`src/design/lepr_pkg.sv`:
```
// ---------------------------------------------------------------------------
// LED effect renderer package
// Shared types, codes and arithmetic helpers of the pixel renderer.
// ---------------------------------------------------------------------------
`default_nettype none

package lepr_pkg;

    typedef enum logic [2:0] {
        MODE_OFF       = 3'd0,
        MODE_STATIC    = 3'd1,
        MODE_BREATHING = 3'd2,
        MODE_WAVE      = 3'd3,
        MODE_RAINBOW   = 3'd4,
        MODE_PERKEY    = 3'd5
    } mode_t;

    typedef enum logic [2:0] {
        REG_MODE       = 3'd0,
        REG_BRIGHTNESS = 3'd1,
        REG_SPEED      = 3'd2,
        REG_DIRECTION  = 3'd3,
        REG_DAZZLE     = 3'd4,
        REG_RED        = 3'd5,
        REG_GREEN      = 3'd6,
        REG_BLUE       = 3'd7
    } reg_idx_t;

    typedef struct packed {
        logic [2:0] mode;
        logic [2:0] bright_lvl;
        logic [2:0] speed_lvl;
        logic [1:0] direction;
        logic       dazzle;
        logic [7:0] base_r;
        logic [7:0] base_g;
        logic [7:0] base_b;
    } cfg_t;

    typedef struct packed {
        logic       sel_hsv;
        logic [7:0] hue;
        logic [7:0] val;
        logic [7:0] r;
        logic [7:0] g;
        logic [7:0] b;
        logic [7:0] k;
    } colour_t;

    // Value of a 16-bit product divided by 255, exact for any input up to 65279.
    function automatic logic [7:0] div255(input logic [15:0] x);
        logic [16:0] y;
        begin
            y = {1'b0, x} + 17'd1 + {9'd0, x[15:8]};
            div255 = y[15:8];
        end
    endfunction

    // Rounded scale: (c*k + 128) / 255.
    function automatic logic [7:0] scale8(input logic [7:0] c, input logic [7:0] k);
        logic [16:0] p;
        begin
            p = {9'd0, c} * {9'd0, k} + 17'd128;
            scale8 = div255(p[15:0]);
        end
    endfunction

    function automatic logic [7:0] bright_of(input logic [2:0] lvl);
        case (lvl)
            3'd0:    bright_of = 8'd40;
            3'd1:    bright_of = 8'd90;
            3'd2:    bright_of = 8'd140;
            3'd3:    bright_of = 8'd195;
            default: bright_of = 8'd255;
        endcase
    endfunction

    // Phase rate is 8 << level, with levels above 4 taken as 4, so the phase is a bit slice of the time.
    function automatic logic [7:0] phase_of(input logic [31:0] t, input logic [2:0] lvl);
        case (lvl)
            3'd0:    phase_of = t[12:5];
            3'd1:    phase_of = t[11:4];
            3'd2:    phase_of = t[10:3];
            3'd3:    phase_of = t[9:2];
            default: phase_of = t[8:1];
        endcase
    endfunction

endpackage

`default_nettype wire

```
`src/design/lepr_hsv.sv`:
```
// ---------------------------------------------------------------------------
// LED effect renderer hue stage
// Two-stage pipelined full-saturation HSV to RGB conversion with a pass
// path for colours that are only scaled.
// ---------------------------------------------------------------------------
`default_nettype none

module lepr_hsv
    import lepr_pkg::*;
(
    input  wire logic       clk,
    input  wire logic       rst_n,
    input  wire logic       en,
    input  wire logic       in_valid,
    input  wire colour_t    in_col,
    output logic            out_valid,
    output logic [7:0]      out_r,
    output logic [7:0]      out_g,
    output logic [7:0]      out_b
);

    logic       v1_reg;
    logic       hsv1_reg;
    logic [2:0] region1_reg;
    logic [7:0] val1_reg, q1_reg, t1_reg;
    logic [7:0] r1_reg, g1_reg, b1_reg, k1_reg;
    logic       v2_reg;
    logic [7:0] r2_reg, g2_reg, b2_reg;

    logic [2:0]  region_next;
    logic [7:0]  rem_next;
    logic [10:0] rsub;

    always_comb
    begin
        if (in_col.hue >= 8'd215)      region_next = 3'd5;
        else if (in_col.hue >= 8'd172) region_next = 3'd4;
        else if (in_col.hue >= 8'd129) region_next = 3'd3;
        else if (in_col.hue >= 8'd86)  region_next = 3'd2;
        else if (in_col.hue >= 8'd43)  region_next = 3'd1;
        else                           region_next = 3'd0;
        rsub = 11'(in_col.hue - 8'(region_next * 6'd43)) * 11'd6;
        rem_next = rsub[7:0];
    end

    always_ff @(posedge clk or negedge rst_n)
    begin
        if (!rst_n)
        begin
            v1_reg <= 1'b0;
            v2_reg <= 1'b0;
        end
        else if (en)
        begin
            v1_reg <= in_valid;
            v2_reg <= v1_reg;
        end
    end

    // With full saturation p is zero; q and t reduce to single products.
    always_ff @(posedge clk)
    begin
        if (en)
        begin
            hsv1_reg    <= in_col.sel_hsv;
            region1_reg <= region_next;
            val1_reg    <= in_col.val;
            q1_reg      <= div255(in_col.val * (8'd255 - rem_next));
            t1_reg      <= div255(in_col.val * rem_next);
            r1_reg      <= in_col.r;
            g1_reg      <= in_col.g;
            b1_reg      <= in_col.b;
            k1_reg      <= in_col.k;
            if (hsv1_reg)
            begin
                case (region1_reg)
                    3'd0:    begin r2_reg <= val1_reg; g2_reg <= t1_reg; b2_reg <= 8'd0; end
                    3'd1:    begin r2_reg <= q1_reg; g2_reg <= val1_reg; b2_reg <= 8'd0; end
                    3'd2:    begin r2_reg <= 8'd0; g2_reg <= val1_reg; b2_reg <= t1_reg; end
                    3'd3:    begin r2_reg <= 8'd0; g2_reg <= q1_reg; b2_reg <= val1_reg; end
                    3'd4:    begin r2_reg <= t1_reg; g2_reg <= 8'd0; b2_reg <= val1_reg; end
                    default: begin r2_reg <= val1_reg; g2_reg <= 8'd0; b2_reg <= q1_reg; end
                endcase
            end
            else
            begin
                r2_reg <= scale8(r1_reg, k1_reg);
                g2_reg <= scale8(g1_reg, k1_reg);
                b2_reg <= scale8(b1_reg, k1_reg);
            end
        end
    end

    assign out_valid = v2_reg;
    assign out_r     = r2_reg;
    assign out_g     = g2_reg;
    assign out_b     = b2_reg;

endmodule

`default_nettype wire

```
`src/design/led_effect_pixel_renderer.sv`:
```
// ---------------------------------------------------------------------------
// LED effect pixel renderer
// Renders one LED colour per word from frame time, position and picture.
// ---------------------------------------------------------------------------
// The renderer takes one pixel word per cycle unless the output stalls, and
// presents its colour on the output through a four-stage pipeline (phase and
// position, envelope scale, hue region products, final select). The whole
// pipeline advances only when the output register is free or being taken, so
// a stall holds every stage. Configuration must be written only while the
// pipeline is empty.
`default_nettype none

module led_effect_pixel_renderer
    import lepr_pkg::*;
#(
    parameter int ROW_MAX = 5,
    parameter int COL_MAX = 15
)
(
    input  wire logic        clk,
    input  wire logic        rst_n,
    input  wire logic        s_axis_tvalid,
    output logic             s_axis_tready,
    // time_ms[31:0], led_row[34:32], led_col[38:35], pic_red[46:39],
    // pic_green[54:47], pic_blue[62:55], pic_present[63]
    input  wire logic [63:0] s_axis_tdata,
    output logic             m_axis_tvalid,
    input  wire logic        m_axis_tready,
    // out_red[7:0], out_green[15:8], out_blue[23:16]
    output logic [23:0]      m_axis_tdata,
    input  wire logic        cfg_valid,
    output logic             cfg_ready,
    input  wire logic [2:0]  cfg_index,
    input  wire logic [7:0]  cfg_data
);

    cfg_t cfg_reg;
    logic en;

    assign en            = !m_axis_tvalid || m_axis_tready;
    assign s_axis_tready = en;
    assign cfg_ready     = 1'b1;

    always_ff @(posedge clk or negedge rst_n)
    begin
        if (!rst_n)
            cfg_reg <= '0;
        else if (cfg_valid)
        begin
            case (reg_idx_t'(cfg_index))
                REG_MODE:       cfg_reg.mode       <= cfg_data[2:0];
                REG_BRIGHTNESS: cfg_reg.bright_lvl <= cfg_data[2:0];
                REG_SPEED:      cfg_reg.speed_lvl  <= cfg_data[2:0];
                REG_DIRECTION:  cfg_reg.direction  <= cfg_data[1:0];
                REG_DAZZLE:     cfg_reg.dazzle     <= cfg_data[0];
                REG_RED:        cfg_reg.base_r     <= cfg_data;
                REG_GREEN:      cfg_reg.base_g     <= cfg_data;
                REG_BLUE:       cfg_reg.base_b     <= cfg_data;
                default:        ;
            endcase
        end
    end

    logic [31:0] in_time;
    logic [2:0]  in_row;
    logic [3:0]  in_col;
    logic [7:0]  in_pr, in_pg, in_pb;
    logic        in_present;
    assign in_time    = s_axis_tdata[31:0];
    assign in_row     = s_axis_tdata[34:32];
    assign in_col     = s_axis_tdata[38:35];
    assign in_pr      = s_axis_tdata[46:39];
    assign in_pg      = s_axis_tdata[54:47];
    assign in_pb      = s_axis_tdata[62:55];
    assign in_present = s_axis_tdata[63];

    // Hue offsets of every row and column, fixed at elaboration; offsets of
    // positions beyond the maxima wrap to their low eight bits.
    logic [7:0] row_pos_tab [8];
    logic [7:0] col_pos_tab [16];

    for (genvar gi = 0; gi < 8; gi++)
    begin : g_row_pos
        assign row_pos_tab[gi] = 8'((gi * 255) / ROW_MAX);
    end

    for (genvar gj = 0; gj < 16; gj++)
    begin : g_col_pos
        assign col_pos_tab[gj] = 8'((gj * 255) / COL_MAX);
    end

    // Stage 0: phase, position and triangle envelope.
    logic [7:0] ph_next, tri_next, pos_next;
    always_comb
    begin
        ph_next  = phase_of(in_time, cfg_reg.speed_lvl);
        tri_next = ph_next[7] ? {~ph_next[6:0], 1'b0} : {ph_next[6:0], 1'b0};
        if (cfg_reg.direction[1])
            pos_next = row_pos_tab[in_row];
        else
            pos_next = col_pos_tab[in_col];
    end

    logic       v0_reg;
    logic [7:0] ph0_reg, tri0_reg, pos0_reg, pr0_reg, pg0_reg, pb0_reg;
    logic       pres0_reg;

    always_ff @(posedge clk or negedge rst_n)
    begin
        if (!rst_n)
            v0_reg <= 1'b0;
        else if (en)
            v0_reg <= s_axis_tvalid;
    end

    always_ff @(posedge clk)
    begin
        if (en)
        begin
            ph0_reg   <= ph_next;
            tri0_reg  <= tri_next;
            pos0_reg  <= pos_next;
            pr0_reg   <= in_pr;
            pg0_reg   <= in_pg;
            pb0_reg   <= in_pb;
            pres0_reg <= in_present;
        end
    end

    // Stage 1: envelope level and per-mode colour setup.
    colour_t    col_next;
    logic [7:0] bri;
    always_comb
    begin
        bri = bright_of(cfg_reg.bright_lvl);
        col_next = '0;
        case (cfg_reg.mode)
            MODE_OFF: ;
            MODE_BREATHING:
            begin
                col_next.val = scale8(bri, tri0_reg);
                col_next.hue = ph0_reg;
                col_next.sel_hsv = cfg_reg.dazzle;
                col_next.r = cfg_reg.base_r;
                col_next.g = cfg_reg.base_g;
                col_next.b = cfg_reg.base_b;
                col_next.k = col_next.val;
            end
            MODE_WAVE:
            begin
                col_next.sel_hsv = 1'b1;
                col_next.val = bri;
                col_next.hue = cfg_reg.direction[0] ? ph0_reg - pos0_reg
                                                    : ph0_reg + pos0_reg;
            end
            MODE_RAINBOW:
            begin
                col_next.sel_hsv = 1'b1;
                col_next.val = bri;
                col_next.hue = ph0_reg;
            end
            MODE_PERKEY:
            begin
                if (pres0_reg)
                begin
                    col_next.r = pr0_reg;
                    col_next.g = pg0_reg;
                    col_next.b = pb0_reg;
                    col_next.k = bri;
                end
            end
            default:
            begin
                col_next.r = cfg_reg.base_r;
                col_next.g = cfg_reg.base_g;
                col_next.b = cfg_reg.base_b;
                col_next.k = bri;
            end
        endcase
    end

    logic    v1_reg;
    colour_t col1_reg;

    always_ff @(posedge clk or negedge rst_n)
    begin
        if (!rst_n)
            v1_reg <= 1'b0;
        else if (en)
            v1_reg <= v0_reg;
    end

    always_ff @(posedge clk)
    begin
        if (en)
            col1_reg <= col_next;
    end

    logic       hv;
    logic [7:0] hr, hg, hb;

    lepr_hsv u_hsv (
        .clk       (clk),
        .rst_n     (rst_n),
        .en        (en),
        .in_valid  (v1_reg),
        .in_col    (col1_reg),
        .out_valid (hv),
        .out_r     (hr),
        .out_g     (hg),
        .out_b     (hb)
    );

    assign m_axis_tvalid = hv;
    assign m_axis_tdata  = {hb, hg, hr};

endmodule

`default_nettype wire

```
`config.mk`:
```
export PLATFORM = sky130hd
export DESIGN_NAME = led_effect_pixel_renderer
export DESIGN_NICKNAME = d
export VERILOG_FILES = /design/src/design/lepr_pkg.sv /design/src/design/lepr_hsv.sv /design/src/design/led_effect_pixel_renderer.sv
export SDC_FILE = /design/constraint.sdc
export NUM_CORES = 1
export LEC_CHECK = 0
export CORE_MARGIN = 2
export CORE_UTILIZATION = 65
export CTS_CLUSTER_DIAMETER = 100
export DETAILED_ROUTE_END_ITERATION = 8
export DONT_BUFFER_PORTS = 1
export PLACE_DENSITY = 0.78
export SETUP_SLACK_MARGIN = 0.5
export SLEW_MARGIN = 40
export SYNTH_ARGS = -nofsm -noshare
export SYNTH_HDL_FRONTEND = slang
export SYNTH_SLANG_ARGS = --single-unit
```
`constraint.sdc`:
```
create_clock -name clk -period 22.3 [get_ports clk]
set_input_delay 3.345 -clock clk [delete_from_list [all_inputs] [get_ports clk]]
set_output_delay 3.345 -clock clk [all_outputs]
set_load 0.05 [all_outputs]
```
# Word level (Yosys, flattened, before mapping)
# Memory sizes are Yosys's and may differ from the RTL's.
# Cells that the tools add are included.
# totals
ff_bits	222
romBits	192
input_bits	80
out_inout_bits	27
elab_cells	142
memories	2
# mem_list
memory	depth	word_bits	read_ports	rd_clocked_by_memory_dff	wr	line	source
(no name shown)	16	8	1	0	0	led_effect_pixel_renderer.sv:101	pos_next = col_pos_tab[in_col];
(no name shown)	8	8	1	0	0	led_effect_pixel_renderer.sv:99	pos_next = row_pos_tab[in_row];
# classes
add_sub_neg	20
n_mul	8
magnitude_cmp	7
eq_ne	21
mux	23
bitwise_logic	3
reduce_logical	20
# op_table
operator	count
16-bit by 1-bit adder with 16-bit output, second input constant	6
16-bit by 8-bit adder with 16-bit output	6
32-bit case mux with 3 select lines	1
8-bit 2-to-1 mux	10
8-bit case mux with 3 select lines	3
16-bit by 8-bit adder with 16-bit output, second input constant	4
8-bit by 8-bit multiplier with 16-bit output	4
8-bit case mux with 4 select lines	2
17-bit case mux with 3 select lines	1
32-bit 2-to-1 mux	1
3-bit by 2-bit == test with 1-bit output, second input constant	10
8-bit >= comparator, second input constant	3
3-bit == test, second input constant	7
8-bit by 16-bit multiplier with 16-bit output	1
2-bit AND reduction	8
3-bit logical NOT	5
8-bit by 7-bit multiplier with 15-bit output	1
3-bit by 1-bit == test with 1-bit output, second input constant	4
3-bit 2-to-1 mux	4
11-bit by 2-bit multiplier with 7-bit output, second input constant	1
8-bit by 8-bit subtractor with 9-bit output	1
8-bit by 8-bit subtractor with 9-bit output, first input constant	1
8-bit adder	1
8-bit by 6-bit >= comparator with 1-bit output, second input constant	1
13 further kinds	16

# Depth between registers and ports, before layout
# depth
ltp_word	13
depth_mapped	47
depth_no_buf	46

# Modules after synthesis
# Synthesis repeated with hierarchy kept, for this count alone.
# hier_totals
cells_unflattened	2502
hier_area_um2	24613.6
# modules_own_cells
module	n_inst	cells_each	area_per_inst_um2	seq_area_each_um2
lepr_hsv	1	1805	16377.0	2572.5
led_effect_pixel_renderer	1	697	8236.6	3803.6

# Worst setup path before layout
# No wires, ideal clock.
# synth_timing
path_type	input to output
startpoint	input port m_axis_tready
endpoint	output port s_axis_tready
arrival_time_ns	8.081
required_time_ns	18.955
path_slack_ns	10.874
stages	1
n_path_buf	0
cell_sequence	nand2b_1
# synth_between
elab_chain_cells	1
# synth_rtl
element	line	source
start, declared	led_effect_pixel_renderer.sv:28	input wire logic m_axis_tready,
1-bit logical OR	led_effect_pixel_renderer.sv:40	assign en = !m_axis_tvalid || m_axis_tready;
end, declared	led_effect_pixel_renderer.sv:23	output logic s_axis_tready,
# No other way between the ends.

# Final worst setup path
# layout_timing
startpoint	register col1_reg[42] (netlist bit)
endpoint	register u_hsv.q1_reg[7], data pin
# layout_between
elab_cells_between_ends	17
classes_between	add/sub (4); mul (3); order compare (5); mux (5)
# layout_lines
element	line	source
start, declared	led_effect_pixel_renderer.sv:183	colour_t col1_reg;
start signal, assigned	led_effect_pixel_renderer.sv:196	col1_reg <= col_next;
8-bit >= comparator	lepr_hsv.sv:38	else if (in_col.hue >= 8'd129) region_next = 3'd3;
3-bit 2-to-1 mux	lepr_hsv.sv:38	
3-bit 2-to-1 mux	lepr_hsv.sv:37	else if (in_col.hue >= 8'd172) region_next = 3'd4;
3-bit 2-to-1 mux (*)	lepr_hsv.sv:36	if (in_col.hue >= 8'd215) region_next = 3'd5;
named net u_hsv.region_next[2]	lepr_hsv.sv:30	logic [2:0] region_next;
3-bit by 6-bit multiplier with 8-bit output (*)	lepr_hsv.sv:42	rsub = 11'(in_col.hue - 8'(region_next * 6'd43)) * 11'd6;
8-bit by 8-bit subtractor with 9-bit output (*)	lepr_hsv.sv:42	
11-bit by 2-bit multiplier with 7-bit output (*)	lepr_hsv.sv:42	
8-bit by 8-bit subtractor with 9-bit output (*)	lepr_hsv.sv:68	q1_reg <= div255(in_col.val * (8'd255 - rem_next));
8-bit by 16-bit multiplier with 16-bit output (*)	lepr_hsv.sv:68	
16-bit by 1-bit adder with 16-bit output	lepr_pkg.sv:54	y = {1'b0, x} + 17'd1 + {9'd0, x[15:8]};
16-bit by 8-bit adder with 16-bit output (*)	lepr_pkg.sv:54	
end signal, assigned	lepr_hsv.sv:68	
end, declared	lepr_hsv.sv:25	logic [7:0] val1_reg, q1_reg, t1_reg;
# Mark *: on every way through the listed nets, which the timed path passes. The rest lies on a longest branch.
# A chain may end at the register's enable or synchronous reset.

==> results.tsv <==
metric	value	unit
cts_tree	built	
skew	0.0121	ns
die_h	197	um
crit_required	22.56	ns
gp_congestion	0.908	
grt_pass1_vias	17600	
cp_common_cell	inv_1	
layout-drive-gt1-share	5.31	%
slowest_stage	fa_1	
grt_usage	27.0	%
critPathCaptureType	register	
cts_hold_buf	0	
io_pins	107	
overflow	0	
synth_edf_count	179	
via_per_inst	5.96	
ys_types	77	
core_area	36600	um^2
hpwl	40200	um
worst_pin_slew	0.788	ns
final_common_cell	inv_1	
io_buffers	0	
finalSetupViolations	0	
dieArea	38800	um^2
critPathKind	reg2reg	
crit_family	adder cells	
path_max_fanout	16	
ys_ff_latch	219	
ys_seq_area_share	26.4	%
fin_setup_tns	0	ns
num_vias	17400	
max_freq	90.7	MHz
arrival	11.29	ns
grt_util_met1	37.0	%
path_buf_inv	8	
final_cell_mix	inv_1 (363), ha_1 (292), nand2_1 (223), fa_1 (210), edfxtp_1 (179)	
met2_usage	46.2	%
yosysWarnings	0	
antenna_found_initial	0	
die_x	197	um
ys_async_sr_fraction	18.3	%
num_antenna_cells	0	
final_nets	3017	
first_iter_violations	1014	
syn_area_per_cell	9.82	um^2
drtAntennaViolNets	0	
fin_crit	11.03	ns
largest_register_ff_count	49	
first_pass_iters	7	
clk_pin_slew	0.06	ns
status	finished, final reports clean	
rsz0062_at_grt	false	
wirelength	51100	um
placement_rows	70	
grtUsageMet3	3.27	%
hold_viol	0	
multi_input_area	16200	um^2
ctsResizeCount	0	
yosys_most_used_dff	edfxtp_1	
cts.htree.levels	1	
cpPeakStageDelay	0.53	ns
wire_per_inst	17.5	um
startpoint_type	register	
min_path_type	reg2reg	
register_area	6380	um^2
finalMaxSlewViolations	0	
drc	0	
cts-buffers-inserted	22	
nFillCells	2736	
grt_start_max_net_pins	62	
maxSlewHeadroom	47.3	%
finalCritPeriodShare	49.4	%
start_util	66.1	%
drv_cap	0	
root_buffer	clkbuf_16	
synthCells	2464	
synthToLayoutAreaGrowth	5.38	%
syn_area	24200	um^2
cts_buffer_depth	3	
cts.sinks	219	
grt.busiest_layer	met2	
worstSkewPairLatency	0.53	ns
grt_pass1_wl	85200	um
post_cts_buffers	0	
[layout make-up]
type	count	area share (%)
clock buffers	30	2.32
clock inverters	9	0.663
inverters	364	5.36
multi-input cells	1809	63.6
flip-flops and latches	219	25.0
well taps	468	2.30
repair buffers	19	0.726
[worst paths after layout]
path                            depth (start not counted)         endpoint         start  slack, ns
worst max-delay path                                   42  u_hsv.q1_reg[7]  col1_reg[42]      11.27
worst min-delay path                                    0  u_hsv.r1_reg[0]  col1_reg[24]       0.41
worst max register to register                         42  u_hsv.q1_reg[7]  col1_reg[42]      11.27
worst min register to register                          0  u_hsv.r1_reg[0]  col1_reg[24]       0.41
max in group asynchronous                               0      cfg_reg[28]         rst_n      19.70
min in group asynchronous                               0       cfg_reg[3]         rst_n       2.50
[cells in the mapped netlist (all sizes together), types with 12 or more instances]
master / number / area, um^2
nand2b: 38 / 238
inv: 363 / 1360
ha: 292 / 3650
a22o: 46 / 403
or2: 12 / 75.1
clkbuf: 67 / 251
and3: 14 / 87.6
nand3: 25 / 125
fa: 210 / 4200
edfxtp: 179 / 5380
o22ai: 18 / 113
a21oi: 100 / 500
a21o: 38 / 285
mux2: 51 / 574
a211oi: 21 / 163
o21a: 14 / 105
nand2: 223 / 837
nor2b: 44 / 283
xor2: 34 / 298
xnor2: 83 / 734
nor2: 94 / 353
dfrtp: 40 / 1000
o21ai: 76 / 380
nor3: 25 / 130
and2: 157 / 982
mux2i: 32 / 320
[through the flow]
step	setup WS, ns	utilization (%)	hold WS (ns)	area, um^2	instances
after detailed placement	11.44	67.5	0.405	24700	2878
after floorplan	10.87	-	0.400	24200	2465
after global routing	10.51	69.6	0.425	25500	2918
after CTS	11.42	69.5	0.414	25500	2917
final	11.27	69.6	0.412	25500	2918
after global placement	11.67	67.2	0.403	24600	2873
[cells by family after synthesis]
family	count (synthesis)	share of synthesized area [%]
muxes	83	3.70
buffers and inverters	437	6.80
xor gates and xnor gates	118	4.36
adders and majority gates	503	32.5
and+or+nand+nor	684	14.5
DFF	219	26.4
AOI/OAI and AO/OA	418	11.8
other	2	0.0310
[routing by layer]
metal,vias to the layer above,part of all wire (%),wire [um]
met2,447,48,24600
met3,80,4.9,2520
met1,8552,45,23000
met5,-,0,0
li1,8311,-,-
met4,0,1.8,943
Power is not shown: default switching activity piles up to over one toggle a cycle in this logic, so the estimate is an artifact.
